### src/rtl/telltale_lamp_fault_monitor_unit_assert.svh
// Assertion macros used by the lamp fault monitor top level
`ifndef TELLTALE_LAMP_FAULT_MONITOR_UNIT_ASSERT_SVH
`define TELLTALE_LAMP_FAULT_MONITOR_UNIT_ASSERT_SVH

// Same-cycle implication, checked on every rising clk edge outside reset
`define TLFM_ASSERT_IMPLY(lbl, ante, cons, msg) \
    lbl: assert property (@(posedge clk) disable iff (!rst_n) (ante) |-> (cons)) \
        else $error(msg);

// Next-cycle implication, checked on every rising clk edge outside reset
`define TLFM_ASSERT_NEXT(lbl, ante, cons, msg) \
    lbl: assert property (@(posedge clk) disable iff (!rst_n) (ante) |=> (cons)) \
        else $error(msg);

`endif

### src/rtl/tlfm_pkg.sv
// Types, constants and register codes of the lamp fault monitor
`default_nettype none

package tlfm_pkg;

    // Field widths
    localparam int ADC_W        = 16;
    localparam int SAMPLE_SHIFT = 5;
    localparam int SAMPLE_W     = ADC_W - SAMPLE_SHIFT;
    localparam int SETTLE_W     = 8;
    localparam int CFG_IDX_W    = 3;
    localparam int CFG_DATA_W   = 11;

    // Averaging window
    localparam int WINDOW_LEN  = 6;
    localparam int WIN_ADDR_W  = $clog2(WINDOW_LEN);
    localparam int IDX_W       = $clog2(WINDOW_LEN + 1);
    localparam int SUM_W       = SAMPLE_W + WIN_ADDR_W;

    // Divide by WINDOW_LEN: multiply by a rounded-up reciprocal, then shift
    localparam int DIV_SHIFT   = SUM_W + WIN_ADDR_W;
    localparam int RECIP_W     = SUM_W + 1;
    localparam int PROD_W      = SUM_W + RECIP_W;
    localparam logic [RECIP_W-1:0] RECIP =
        RECIP_W'(((64'd1 << DIV_SHIFT) + WINDOW_LEN - 1) / WINDOW_LEN);

    // Register reset values
    localparam logic [SAMPLE_W-1:0] OPEN_LEVEL_RST   = 11'd900;
    localparam logic [SAMPLE_W-1:0] NORMAL_LOW_RST   = 11'd418;
    localparam logic [SAMPLE_W-1:0] NORMAL_HIGH_RST  = 11'd776;
    localparam logic [SAMPLE_W-1:0] SHORT_LEVEL_RST  = 11'd108;
    localparam logic [SETTLE_W-1:0] SETTLE_TICKS_RST = 8'd5;

    // Register indexes of the config port
    typedef enum logic [CFG_IDX_W-1:0] {
        CFG_OPEN_LEVEL   = 3'd0,
        CFG_NORMAL_LOW   = 3'd1,
        CFG_NORMAL_HIGH  = 3'd2,
        CFG_SHORT_LEVEL  = 3'd3,
        CFG_SETTLE_TICKS = 3'd4
    } cfg_reg_e;

    // Fault codes
    typedef enum logic [1:0] {
        FAULT_NONE   = 2'd0,
        FAULT_OPEN   = 2'd1,
        FAULT_SHORT  = 2'd2,
        FAULT_COMMON = 2'd3
    } fault_e;

    typedef struct packed {
        logic [SAMPLE_W-1:0] open_level;
        logic [SAMPLE_W-1:0] normal_low;
        logic [SAMPLE_W-1:0] normal_high;
        logic [SAMPLE_W-1:0] short_level;
        logic [SETTLE_W-1:0] settle_ticks;
    } cfg_t;

    // One registered tick: lamp command and feedback sample
    typedef struct packed {
        logic                lamp_cmd;
        logic [SAMPLE_W-1:0] sample;
    } tick_t;

    typedef struct packed {
        logic                lamp_on;
        fault_e              lamp_fault;
        logic                diag_updated;
        logic [SAMPLE_W-1:0] average_level;
    } result_t;

endpackage

`default_nettype wire

### src/rtl/tlfm_cfg_regs.sv
// Threshold and settle registers behind the write-only config port
`default_nettype none

module tlfm_cfg_regs (
    input  wire logic                             clk,
    input  wire logic                             rst_n,
    input  wire logic                             cfg_write,
    input  wire logic [tlfm_pkg::CFG_IDX_W-1:0]   cfg_index,
    input  wire logic [tlfm_pkg::CFG_DATA_W-1:0]  cfg_data,
    output tlfm_pkg::cfg_t                        cfg
);

    tlfm_pkg::cfg_t cfg_reg;
    tlfm_pkg::cfg_t cfg_next;

    // Index decode; unknown indexes are dropped
    always_comb
    begin
        cfg_next = cfg_reg;
        if (cfg_write)
        begin
            unique case (cfg_index)
                tlfm_pkg::CFG_OPEN_LEVEL:   cfg_next.open_level  = cfg_data;
                tlfm_pkg::CFG_NORMAL_LOW:   cfg_next.normal_low  = cfg_data;
                tlfm_pkg::CFG_NORMAL_HIGH:  cfg_next.normal_high = cfg_data;
                tlfm_pkg::CFG_SHORT_LEVEL:  cfg_next.short_level = cfg_data;
                tlfm_pkg::CFG_SETTLE_TICKS:
                    cfg_next.settle_ticks = cfg_data[tlfm_pkg::SETTLE_W-1:0];
                default:                    cfg_next = cfg_reg;
            endcase
        end
    end

    always_ff @(posedge clk or negedge rst_n)
    begin
        if (!rst_n)
        begin
            cfg_reg.open_level   <= tlfm_pkg::OPEN_LEVEL_RST;
            cfg_reg.normal_low   <= tlfm_pkg::NORMAL_LOW_RST;
            cfg_reg.normal_high  <= tlfm_pkg::NORMAL_HIGH_RST;
            cfg_reg.short_level  <= tlfm_pkg::SHORT_LEVEL_RST;
            cfg_reg.settle_ticks <= tlfm_pkg::SETTLE_TICKS_RST;
        end
        else
        begin
            cfg_reg <= cfg_next;
        end
    end

    assign cfg = cfg_reg;

endmodule

`default_nettype wire

### src/rtl/tlfm_in_stage.sv
// Input register: lamp decision and sample extraction for each transfer
`default_nettype none

module tlfm_in_stage (
    input  wire logic                          clk,
    input  wire logic                          rst_n,
    input  wire logic                          in_valid,
    output logic                               in_stall,
    input  wire logic                          ignition_on,
    input  wire logic                          low_voltage_ok,
    input  wire logic                          high_voltage_ok,
    input  wire logic                          bus_off,
    input  wire logic                          message_missing,
    input  wire logic                          checksum_error,
    input  wire logic                          alive_error,
    input  wire logic                          sensor_fault,
    input  wire logic                          stand_down,
    input  wire logic [tlfm_pkg::ADC_W-1:0]    adc_raw,
    input  wire logic                          advance,
    output logic                               tick_valid,
    output tlfm_pkg::tick_t                    tick
);

    logic            valid_reg;
    logic            valid_next;
    tlfm_pkg::tick_t tick_reg;
    tlfm_pkg::tick_t tick_next;
    logic            accept;
    logic            supply_ok;
    logic            link_bad;

    // Lamp command: off without supply, else on with a bad link, a sensor fault or stand-down
    always_comb
    begin
        supply_ok = ignition_on & low_voltage_ok & high_voltage_ok;
        link_bad  = bus_off | message_missing | checksum_error | alive_error;
        tick_next.lamp_cmd = supply_ok & (link_bad | sensor_fault | stand_down);
        tick_next.sample   = adc_raw[tlfm_pkg::ADC_W-1:tlfm_pkg::SAMPLE_SHIFT];
    end

    // Hold only while the tick cannot move on
    assign in_stall   = valid_reg & ~advance;
    assign accept     = in_valid & ~in_stall;
    assign valid_next = accept | (valid_reg & ~advance);

    always_ff @(posedge clk or negedge rst_n)
    begin
        if (!rst_n)
        begin
            valid_reg <= 1'b0;
        end
        else
        begin
            valid_reg <= valid_next;
        end
    end

    always_ff @(posedge clk)
    begin
        if (accept)
        begin
            tick_reg <= tick_next;
        end
    end

    assign tick_valid = valid_reg;
    assign tick       = tick_reg;

endmodule

`default_nettype wire

### src/rtl/tlfm_diag_core.sv
// Settle countdown, sample window with running sum, averaging and judgement
`default_nettype none

module tlfm_diag_core (
    input  wire logic        clk,
    input  wire logic        rst_n,
    input  wire logic        advance,
    input  tlfm_pkg::tick_t  tick,
    input  tlfm_pkg::cfg_t   cfg,
    output tlfm_pkg::result_t result
);

    localparam int W  = tlfm_pkg::WINDOW_LEN;
    localparam int SW = tlfm_pkg::SAMPLE_W;

    logic                              prev_lamp_reg;
    logic                              prev_lamp_next;
    logic [tlfm_pkg::SETTLE_W-1:0]     settle_reg;
    logic [tlfm_pkg::SETTLE_W-1:0]     settle_next;
    logic [tlfm_pkg::IDX_W-1:0]        index_reg;
    logic [tlfm_pkg::IDX_W-1:0]        index_next;
    logic [SW-1:0]                     window_reg [W];
    logic [SW-1:0]                     window_next [W];
    logic [tlfm_pkg::SUM_W-1:0]        sum_reg;
    logic [tlfm_pkg::SUM_W-1:0]        sum_next;
    logic [SW-1:0]                     average_reg;
    logic [SW-1:0]                     average_next;
    tlfm_pkg::fault_e                  fault_reg;
    tlfm_pkg::fault_e                  fault_next;

    logic                              changed;
    logic [tlfm_pkg::SETTLE_W-1:0]     settle_eff;
    logic [tlfm_pkg::IDX_W-1:0]        index_eff;
    logic [tlfm_pkg::WIN_ADDR_W-1:0]   addr;
    logic                              take;
    logic                              full;
    logic                              store;
    logic                              judged;
    logic [SW-1:0]                     old_sample;
    logic [tlfm_pkg::SUM_W-1:0]        sum_new;
    logic [tlfm_pkg::PROD_W-1:0]       product;
    logic [SW-1:0]                     average;
    tlfm_pkg::fault_e                  fault_judged;

    // Lamp change restarts the window and the countdown
    always_comb
    begin
        changed    = tick.lamp_cmd != prev_lamp_reg;
        settle_eff = changed ? cfg.settle_ticks : settle_reg;
        index_eff  = changed ? '0 : index_reg;
        addr       = index_eff[tlfm_pkg::WIN_ADDR_W-1:0];
        take       = settle_eff == '0;
        full       = index_eff >= tlfm_pkg::IDX_W'(W);
        store      = take & ~full;
        judged     = take & full;
    end

    // Running sum: the entry leaving is the oldest on a shift, else the overwritten one
    always_comb
    begin
        old_sample = full ? window_reg[0] : window_reg[addr];
        sum_new    = sum_reg + tlfm_pkg::SUM_W'(tick.sample)
                             - tlfm_pkg::SUM_W'(old_sample);
        product    = tlfm_pkg::PROD_W'(sum_new) * tlfm_pkg::PROD_W'(tlfm_pkg::RECIP);
        average    = product[tlfm_pkg::DIV_SHIFT +: SW];
    end

    // Threshold tests, in priority order, per lamp state
    always_comb
    begin
        fault_judged = fault_reg;
        if (tick.lamp_cmd)
        begin
            if (average >= cfg.open_level)
                fault_judged = tlfm_pkg::FAULT_OPEN;
            else if (average >= cfg.normal_low && average <= cfg.normal_high)
                fault_judged = tlfm_pkg::FAULT_NONE;
            else if (average <= cfg.short_level)
                fault_judged = tlfm_pkg::FAULT_SHORT;
        end
        else
        begin
            if (average >= cfg.open_level)
                fault_judged = tlfm_pkg::FAULT_NONE;
            else if (average >= cfg.normal_low)
                fault_judged = tlfm_pkg::FAULT_SHORT;
            else if (average == '0)
                fault_judged = tlfm_pkg::FAULT_COMMON;
        end
    end

    // Window fill or shift
    always_comb
    begin
        window_next = window_reg;
        if (judged)
        begin
            for (int i = 0; i < W - 1; i++)
            begin
                window_next[i] = window_reg[i + 1];
            end
            window_next[W - 1] = tick.sample;
        end
        else if (store)
        begin
            window_next[addr] = tick.sample;
        end
    end

    // Remaining next state
    always_comb
    begin
        prev_lamp_next = tick.lamp_cmd;
        settle_next    = take ? settle_eff : settle_eff - 1'b1;
        if (judged)
            index_next = '0;
        else if (store)
            index_next = index_eff + 1'b1;
        else
            index_next = index_eff;
        sum_next     = take ? sum_new : sum_reg;
        average_next = judged ? average : average_reg;
        fault_next   = judged ? fault_judged : fault_reg;
    end

    always_ff @(posedge clk or negedge rst_n)
    begin
        if (!rst_n)
        begin
            prev_lamp_reg <= 1'b0;
            settle_reg    <= '0;
            index_reg     <= '0;
            for (int i = 0; i < W; i++)
            begin
                window_reg[i] <= '0;
            end
            sum_reg       <= '0;
            average_reg   <= '0;
            fault_reg     <= tlfm_pkg::FAULT_NONE;
        end
        else if (advance)
        begin
            prev_lamp_reg <= prev_lamp_next;
            settle_reg    <= settle_next;
            index_reg     <= index_next;
            window_reg    <= window_next;
            sum_reg       <= sum_next;
            average_reg   <= average_next;
            fault_reg     <= fault_next;
        end
    end

    // Result of the tick in flight
    always_comb
    begin
        result.lamp_on       = tick.lamp_cmd;
        result.lamp_fault    = fault_next;
        result.diag_updated  = judged;
        result.average_level = average_next;
    end

endmodule

`default_nettype wire

### src/rtl/tlfm_out_reg.sv
// Result register holding one finished tick until its transfer
`default_nettype none

module tlfm_out_reg (
    input  wire logic         clk,
    input  wire logic         rst_n,
    input  wire logic         advance,
    input  tlfm_pkg::result_t result,
    input  wire logic         out_stall,
    output logic              out_valid,
    output tlfm_pkg::result_t out_result
);

    logic              valid_reg;
    logic              valid_next;
    tlfm_pkg::result_t result_reg;

    // Full after a load, until the downstream side takes it
    assign valid_next = advance | (valid_reg & out_stall);

    always_ff @(posedge clk or negedge rst_n)
    begin
        if (!rst_n)
        begin
            valid_reg <= 1'b0;
        end
        else
        begin
            valid_reg <= valid_next;
        end
    end

    always_ff @(posedge clk)
    begin
        if (advance)
        begin
            result_reg <= result;
        end
    end

    assign out_valid  = valid_reg;
    assign out_result = result_reg;

endmodule

`default_nettype wire

### src/rtl/telltale_lamp_fault_monitor_unit.sv
// Top level of the telltale lamp fault monitor
//
// One tick per clock while the output is not stalled: a transferred tick lands in
// the input register, is judged and loaded into the result register when it
// advances, and is offered on the output from then on until its result transfer.
// The input register and the result register each hold one tick, so in_stall
// rises only when both are full and the result is stalled; throughput is one tick
// per cycle while the output does not stall. The feedback average uses a running
// window sum and a reciprocal multiply, all in the single pass between the two
// registers. Config writes take effect once registered in the config registers.
`default_nettype none
`include "telltale_lamp_fault_monitor_unit_assert.svh"

module telltale_lamp_fault_monitor_unit (
    input  wire logic                              clk,
    input  wire logic                              rst_n,
    // config port
    input  wire logic                              cfg_write,
    input  wire logic [tlfm_pkg::CFG_IDX_W-1:0]    cfg_index,
    input  wire logic [tlfm_pkg::CFG_DATA_W-1:0]   cfg_data,
    // tick input
    input  wire logic                              in_valid,
    output logic                                   in_stall,
    input  wire logic                              ignition_on,
    input  wire logic                              low_voltage_ok,
    input  wire logic                              high_voltage_ok,
    input  wire logic                              bus_off,
    input  wire logic                              message_missing,
    input  wire logic                              checksum_error,
    input  wire logic                              alive_error,
    input  wire logic                              sensor_fault,
    input  wire logic                              stand_down,
    input  wire logic [tlfm_pkg::ADC_W-1:0]        adc_raw,
    // result output
    output logic                                   out_valid,
    input  wire logic                              out_stall,
    output logic                                   lamp_on,
    output logic [1:0]                             lamp_fault,
    output logic                                   diag_updated,
    output logic [tlfm_pkg::SAMPLE_W-1:0]          average_level
);

    tlfm_pkg::cfg_t    cfg;
    tlfm_pkg::tick_t   tick;
    tlfm_pkg::result_t result;
    tlfm_pkg::result_t out_result;
    logic              tick_valid;
    logic              advance;

    // Tick moves on when the result register is free or being emptied
    assign advance = tick_valid & (~out_valid | ~out_stall);

    tlfm_cfg_regs u_cfg_regs (
        .clk       (clk),
        .rst_n     (rst_n),
        .cfg_write (cfg_write),
        .cfg_index (cfg_index),
        .cfg_data  (cfg_data),
        .cfg       (cfg)
    );

    tlfm_in_stage u_in_stage (
        .clk             (clk),
        .rst_n           (rst_n),
        .in_valid        (in_valid),
        .in_stall        (in_stall),
        .ignition_on     (ignition_on),
        .low_voltage_ok  (low_voltage_ok),
        .high_voltage_ok (high_voltage_ok),
        .bus_off         (bus_off),
        .message_missing (message_missing),
        .checksum_error  (checksum_error),
        .alive_error     (alive_error),
        .sensor_fault    (sensor_fault),
        .stand_down      (stand_down),
        .adc_raw         (adc_raw),
        .advance         (advance),
        .tick_valid      (tick_valid),
        .tick            (tick)
    );

    tlfm_diag_core u_diag_core (
        .clk     (clk),
        .rst_n   (rst_n),
        .advance (advance),
        .tick    (tick),
        .cfg     (cfg),
        .result  (result)
    );

    tlfm_out_reg u_out_reg (
        .clk        (clk),
        .rst_n      (rst_n),
        .advance    (advance),
        .result     (result),
        .out_stall  (out_stall),
        .out_valid  (out_valid),
        .out_result (out_result)
    );

    // Result fields to ports
    assign lamp_on       = out_result.lamp_on;
    assign lamp_fault    = out_result.lamp_fault;
    assign diag_updated  = out_result.diag_updated;
    assign average_level = out_result.average_level;

    // Checks
    `TLFM_ASSERT_IMPLY(a_no_stall_when_out_empty, !out_valid, !in_stall,
        "input stalled while result register is empty")
    `TLFM_ASSERT_NEXT(a_advance_fills_out, advance, out_valid,
        "advanced tick did not reach the result register")
    `TLFM_ASSERT_IMPLY(a_off_zero_is_common,
        out_valid && diag_updated && !lamp_on && average_level == '0
            && cfg.open_level != '0 && cfg.normal_low != '0,
        lamp_fault == tlfm_pkg::FAULT_COMMON,
        "zero average with lamp off not flagged as common error")
    `TLFM_ASSERT_IMPLY(a_on_high_is_open,
        out_valid && diag_updated && lamp_on && average_level >= cfg.open_level,
        lamp_fault == tlfm_pkg::FAULT_OPEN,
        "high average with lamp on not flagged as open")

endmodule

`default_nettype wire
### config.mk
export PLATFORM = sky130hd
export DESIGN_NAME = telltale_lamp_fault_monitor_unit
export DESIGN_NICKNAME = d
export VERILOG_FILES = /design/src/rtl/tlfm_pkg.sv /design/src/rtl/tlfm_cfg_regs.sv /design/src/rtl/tlfm_in_stage.sv /design/src/rtl/tlfm_diag_core.sv /design/src/rtl/tlfm_out_reg.sv /design/src/rtl/telltale_lamp_fault_monitor_unit.sv
export VERILOG_INCLUDE_DIRS = /design/src /design/src/rtl
export SDC_FILE = /design/constraint.sdc
export NUM_CORES = 1
export LEC_CHECK = 0
export ABC_AREA = 1
export BUFFER_PORTS_ARGS = -buffer_cell sky130_fd_sc_hd__buf_2
export CELL_PAD_IN_SITES_DETAIL_PLACEMENT = 1
export CELL_PAD_IN_SITES_GLOBAL_PLACEMENT = 2
export CORE_UTILIZATION = 41
export DETAILED_ROUTE_END_ITERATION = 8
export GPL_ROUTABILITY_DRIVEN = 0
export MAX_ROUTING_LAYER = met4
export PLACE_DENSITY_LB_ADDON = 0.1
export SYNTH_ARGS = -nofsm -noshare
export SYNTH_HDL_FRONTEND = slang
export SYNTH_SLANG_ARGS = --single-unit
export TNS_END_PERCENT = 20
### constraint.sdc
create_clock -name clk -period 16.7 [get_ports clk]
set_input_delay 1.67 -clock clk [delete_from_list [all_inputs] [get_ports clk]]
set_output_delay 1.67 -clock clk [all_outputs]
set_load 0.05 [all_outputs]
==> run metrics, run 1 <==
adder-cell share of the synthesized area between 20% and 30%; required time worst endpoint roughly 17 ns; drt first-iter violations 575; Core Box Area roughly 35000 sq um; postcts setup bufs 0; Max Cap Viol 0; Cell Area, Placed 15100 sq um; area grow syn2layout 9.14%; Detailed Place HPWL 33400 microns; vias in the first global route 12759; sequential share of the synthesized area around a third; Final #Nets roughly 2100; sink of the worst hold path u_cfg_regs.cfg[6]$_DFFE_PN0P_; antenna viol nets, final 0; mux cell area share after synthesis 1.17%; Worst-Margin Slew ~0.93 ns; utilization after layout 45.4%; final setup TNS 0 ns; shortest period the worst path allows approximately 12 ns; reg2reg end u_diag_core.fault_reg[1]$_DFFE_PN0P_; io pins 61; Slew Limit Fails 0; ys async rst share 85.5%; critical path type reg2reg; largest family of logic cells by synthesized area adder cells; yosys warns 0; FF+latch count, synth about 190; worst endpoint data arrival time 12.19 ns; Max-Slew Margin vs Limit 37.6%; layout cell share with drive strength beyond 1 6.80%; clk_lat worst skew 0.46 ns; EDFF count, synth 27; Worst Setup SP u_in_stage.tick[11]$_DFFE_PP_; Simple-Gate Fraction of Synth Area 17.7%; first-pass GRT wire length 70400 microns; Initial Util 41.6%; post-CTS sizing 0; period utilization 70.8%; dominant synthesized flop cell dfrtp_1; setup violators final 0; hold wc startpoint u_cfg_regs.cfg[6]$_DFFE_PN0P_; WL per Instance 18.7 microns; Synth Area in Compound Gates 13.2%; Setup crit end kind flop; via count 12112; Final Hold Fails 0; DR pass1 iterations 5; ANT cells 0; cell count after synthesis between 1500 and 2000; Vias/cell 5.18; CTS tree done; gr ovfl total 0; Yosys cell types 48; worst-path fanout max 23; Synth Net Count 2088; Fmax achieved between 80 and 90 MHz; die area 35800 sq um; input/output buffers 55; cell repeated most along the worst path nand2_1; CP peak stage delay 0.58 ns; clock sink total roughly 190; hold depth 2; status finished clean; RSZ-0062 raised after global routing false; die extent in x 189 microns; Fillers 4278; r2r setup slk 4.87 ns; DRC 0; Critical-path top delay cell fa_1; Die Span Y 189 microns; Clk pin slew, worst setup/hold paths 0.08 ns; clock buffer depth 2; Mapped Avg Cell Area 7.86 sq um; design area 15700 sq um; Total Routing Usage GR 26.6%; Num CTS Buffers 17; Worst Reg-to-Reg Cells 48; Cell Area, Synth 14400 sq um; FP Rows 68; Crit Reg-Reg Startpoint u_in_stage.tick[11]$_DFFE_PP_; clk_skew 0.0201 ns; pin count of the biggest net entering global routing 59; hold crit path type reg2reg; Worst Setup Start Kind flop; XOR/XNOR Fraction of Synth Area 1.22%; final setup margin 4.87 ns; # hold bufs at CTS 0; initial antenna violation count 0; H-Tree Depth 4; DP Worst Slack 5.03 ns; CTS Root Buffer Type clkbuf_16; Largest register FFs 66; Post-Route WL 43600 microns
[metal layers]
metal | up-vias | part of all wire [%] | GRT usage [%]
li1 | 5897 | - | -
met5 | - | 0 | -
met3 | 56 | 3.1 | 3.54
met1 | 5972 | 48 | 35.3
met2 | 187 | 47 | 42.2
met4 | 0 | 2.3 | 8.16
[cell type report]
class | instances | area [sq um] | area share [%]
multi-input combinational | 1230 | 7970 | 50.8
sequential | 186 | 4810 | 30.7
inverter | 367 | 1380 | 8.80
tap | 455 | 569 | 3.63
clock buffer | 26 | 500 | 3.19
timing repair buffer | 66 | 364 | 2.32
clock inverter | 6 | 88.8 | 0.566
[layout by cell type, fill, tap and decap left out, types with 8 or more instances in the layout]
cell	n
a211oi_1	8
a21oi_1	107
buf_2	54
buf_4	11
clkbuf_16	18
dfrtp_1	142
dfstp_2	17
edfxtp_1	27
fa_1	67
ha_1	148
inv_1	361
mux2_1	14
nand2_1	437
nand3_1	37
nand4_1	16
nor2_1	111
o21ai_0	167
o21ai_1	30
o221ai_1	9
o22ai_1	8
xor2_1	15
[synthesized netlist by cell type, types with 2 or more instances]
| library cell | number | area [sq um] |
|---|---|---|
| nand4_1 | 16 | 100 |
| o2111ai_1 | 6 | 52.6 |
| o21ai_1 | 30 | 150 |
| xor2_1 | 15 | 131 |
| buf_2 | 5 | 25.0 |
| fa_1 | 67 | 1340 |
| inv_2 | 3 | 11.3 |
| o21ai_0 | 167 | 836 |
| nor2_2 | 3 | 18.8 |
| nor4_1 | 2 | 12.5 |
| xnor2_1 | 5 | 43.8 |
| clkbuf_1 | 32 | 120 |
| mux2_1 | 14 | 158 |
| buf_4 | 6 | 45.0 |
| dfrtp_1 | 142 | 3550 |
| buf_1 | 2 | 7.51 |
| edfxtp_1 | 27 | 811 |
| nand3b_1 | 7 | 52.6 |
| inv_1 | 362 | 1360 |
| o221ai_1 | 9 | 78.8 |
| a211oi_1 | 8 | 60.1 |
| dfstp_2 | 17 | 447 |
| or2_2 | 3 | 18.8 |
| a21oi_1 | 107 | 536 |
| o21ai_2 | 3 | 26.3 |
| nor2_4 | 2 | 22.5 |
| nor3_1 | 5 | 25.0 |
| o22ai_1 | 8 | 50.1 |
| ha_1 | 148 | 1850 |
| nand2_1 | 437 | 1640 |
| a31oi_1 | 3 | 18.8 |
| o21bai_1 | 6 | 45.0 |
| nor2_1 | 111 | 417 |
| nand3_1 | 37 | 185 |
[worst max-delay path by stage]
stage | to | slack, ns | cells past startpoint
2_1_floorplan | u_diag_core.fault_reg[1]$_DFFE_PN0P_ | 7.81 | 53
5_1_grt | u_diag_core.fault_reg[1]$_DFFE_PN0P_ | 4.12 | 48
4_1_cts | u_diag_core.fault_reg[1]$_DFFE_PN0P_ | 4.95 | 48
3_5_place_dp | u_diag_core.fault_reg[1]$_DFFE_PN0P_ | 5.03 | 48
3_3_place_gp | u_out_reg.out_result[13]$_DFFE_PP_ | 5.16 | 46
6_report | u_diag_core.fault_reg[1]$_DFFE_PN0P_ | 4.87 | 48
[logic make-up (layout without fill, tap and decap cells)]
kind of cell | after synthesis | count (layout)
compound gates | 352 | 352
buf+inv | 413 | 465
simple gates | 628 | 628
fa+ha+maj | 215 | 215
flops | 186 | 186
mux | 15 | 15
xor+xnor | 20 | 20
[per-stage QoR]
step / hold slack [ns] / std cells
2_1_floorplan: 0.446 / 1829
3_3_place_gp: 0.460 / 2304
3_5_place_dp: 0.473 / 2304
4_1_cts: 0.490 / 2336
5_1_grt: 0.504 / 2336
6_report: 0.486 / 2336
[critical path, delay by kind of cell (launching register included)]
kind | cells | cell delay (ns)
AOI/OAI and AO/OA | 9 | 1.52
DFF | 1 | 0.46
xor gates and xnor gates | 1 | 0.43
adders and majority gates | 10 | 4.43
buffers and inverters | 8 | 1.70
and+or+nand+nor | 20 | 3.19
Power of run 1 is not shown: default switching activity piles up to over one toggle a cycle in this logic, so the estimate is an artifact.
==> run 2, diff against run 1 <==
--- a/config.mk
+++ b/config.mk
@@ -10,7 +10,7 @@
 export BUFFER_PORTS_ARGS = -buffer_cell sky130_fd_sc_hd__buf_2
 export CELL_PAD_IN_SITES_DETAIL_PLACEMENT = 1
 export CELL_PAD_IN_SITES_GLOBAL_PLACEMENT = 2
-export CORE_UTILIZATION = 41
+export CORE_UTILIZATION = 38
 export DETAILED_ROUTE_END_ITERATION = 8
 export GPL_ROUTABILITY_DRIVEN = 0
 export MAX_ROUTING_LAYER = met4
==> constraint.sdc (replaced) <==
create_clock -name clk -period 11.45 [get_ports clk]
set_input_delay 1.145 -clock clk [delete_from_list [all_inputs] [get_ports clk]]
set_output_delay 1.145 -clock clk [all_outputs]
set_load 0.05 [all_outputs]
==> run 2 against run 1 <==
Compared with the run above: cell area is 1.1% higher; sequential cell count stayed put; critical path depth is 1 lower; clock skew is 0.0024 ns lower; clock-buffer cell count is 7 lower; fmax is 13% higher; setup slack worse by 3.9 ns; die area is 7.8% higher; sequential share of layout area is 0.34 points lower; largest cell class unchanged; highest routed layer unchanged.
==> run metrics, run 2 (synthesis gave the netlist of run 1 again) <==
area grow syn2layout 10.4%; design area 15900 sq um; commonest non-fill, non-tap cell in the layout nand2_1; clk_skew 0.0176 ns; Die Span Y between 150 and 200 microns; drt first-iter violations 491; DR pass1 iterations 5; first-pass GRT wire length 71000 microns; Slew Limit Fails 0; worst endpoint data arrival time 10.85 ns; CTS Root Buffer Type clkbuf_16; CP peak stage delay about 0.57 ns; DRC 0; gr ovfl total 0; Largest register FFs 66; Hold Slack between 0.4 and 0.5 ns; pin count of the biggest net entering global routing 86; r2r setup slk 0.97 ns; status finished clean; shortest period the worst path allows 10.48 ns; Final #Nets 2141; Max Cap Viol 0; initial antenna violation count 0; Vias/cell 4.99; critical path type reg2reg; utilization after layout 43.0%; Fmax achieved 95.4 MHz; Final Hold Fails 0; via count 11963; Core Box Area approximately 37000 sq um; Fillers between 4000 and 5000; setup violators final 0; GR Util met3 approximately 4.2%; antenna viol nets, final 0; Initial Util 39.0%; CTS tree done; hold wc startpoint u_cfg_regs.cfg[23]$_DFFE_PN0P_; worst-path fanout max 12; clk_lat worst skew 0.47 ns; Worst Reg-to-Reg Cells 47; Sequential Area around 4800 sq um; Cell Area, Placed 15200 sq um; cell repeated most along the worst path nand2_1; Crit Reg-Reg Startpoint u_in_stage.tick[11]$_DFFE_PP_; Worst-Margin Slew 1.00 ns; RSZ-0062 raised after global routing false; met2 Track Usage GR 39.7%; layout cell share with drive strength beyond 1 roughly 8%; Top Usage Layer GRT met2; final setup TNS 0 ns; Total Routing Usage GR approximately a quarter; Worst Setup SP u_in_stage.tick[11]$_DFFE_PP_; clock sink total 186; vias in the first global route 12685; hold depth 2; io pins 61; Detailed Place HPWL 34300 microns; # hold bufs at CTS 0; die extent in x about 200 microns; H-Tree Depth 4; FP Rows 70; period utilization a little over 90%; clock buffer depth 2; input/output buffers 55; Clk pin slew, worst setup/hold paths 0.07 ns; ANT cells 0; met1 GRT Util 33.0%; Setup crit end kind flop; Max-Slew Margin vs Limit between 30 and 40%; Post-Route WL 44200 microns; hold crit path type reg2reg; required time worst endpoint roughly 12 ns; Worst Setup Start Kind flop; sink of the worst hold path u_cfg_regs.cfg[23]$_DFFE_PN0P_; WL per Instance 18.4 microns; reg2reg end u_diag_core.fault_reg[1]$_DFFE_PN0P_; most frequent cells in the layout nand2_1, inv_1, o21ai_0; Critical-path top delay cell fa_1; die area 38600 sq um; area of the multi-input gates 7990 sq um; Num CTS Buffers 17
## run 2: cell types whose count changed in the layout (fill, tap and decap cells not counted), sizes merged
| cell | previous run | this run |
|---|---|---|
| buf | 66 | 80 |
| clkbuf | 26 | 19 |
| bufinv | 2 | 0 |
| clkinv | 2 | 5 |
| inv | 366 | 372 |
## run 2: repair_timing
| action | CTS | global route |
|---|---|---|
| gates resized for setup | 0 | 4 |
| buffers inserted | 0 | 2 |
| setup endpoints to repair | 0 | 4 |
## run 2: area by class of cell
type / count / area share [%]
Tap cell: 504 / 3.98
Timing Repair Buffer: 80 / 2.96
Clock inverter: 13 / 0.639
Inverter: 367 / 8.72
Multi-Input combinational cell: 1230 / 50.4
Clock buffer: 19 / 3.00
Sequential cell: 186 / 30.3
## run 2: critical path, delay by kind of cell, from the launching register on
kind / cells / cell delay [ns]
adder cells (fa/ha/maj): 10 / 4.49
AND/OR/NAND/NOR: 16 / 2.32
AO/OA/AOI/OAI: 12 / 1.68
buffers and inverters: 8 / 1.22
flip-flops: 1 / 0.42
XOR/XNOR: 1 / 0.25
## run 2: metrics by stage
step	std cells	setup slack, ns
2_1_floorplan	1829	2.56
3_3_place_gp	2365	0.949
3_5_place_dp	2365	0.818
4_1_cts	2397	0.762
5_1_grt	2399	0.0268
6_report	2399	0.972
## run 2: how the worst max path moves through the flow
stage | endpoint | depth (start not counted)
detailed placement | u_diag_core.fault_reg[1]$_DFFE_PN0P_ | 51
global placement | u_diag_core.fault_reg[1]$_DFFE_PN0P_ | 54
CTS | u_diag_core.fault_reg[1]$_DFFE_PN0P_ | 52
floorplan | u_diag_core.fault_reg[1]$_DFFE_PN0P_ | 53
finish | u_diag_core.fault_reg[1]$_DFFE_PN0P_ | 47
global route | u_diag_core.fault_reg[1]$_DFFE_PN0P_ | 56
## run 2: per-layer routing
metal	wire (microns)	share of wire, %
met1	21100	48
met2	20800	47
met5	0	0
met3	1410	3.2
met4	942	2.1
Power of run 2 is left out for the same reason.
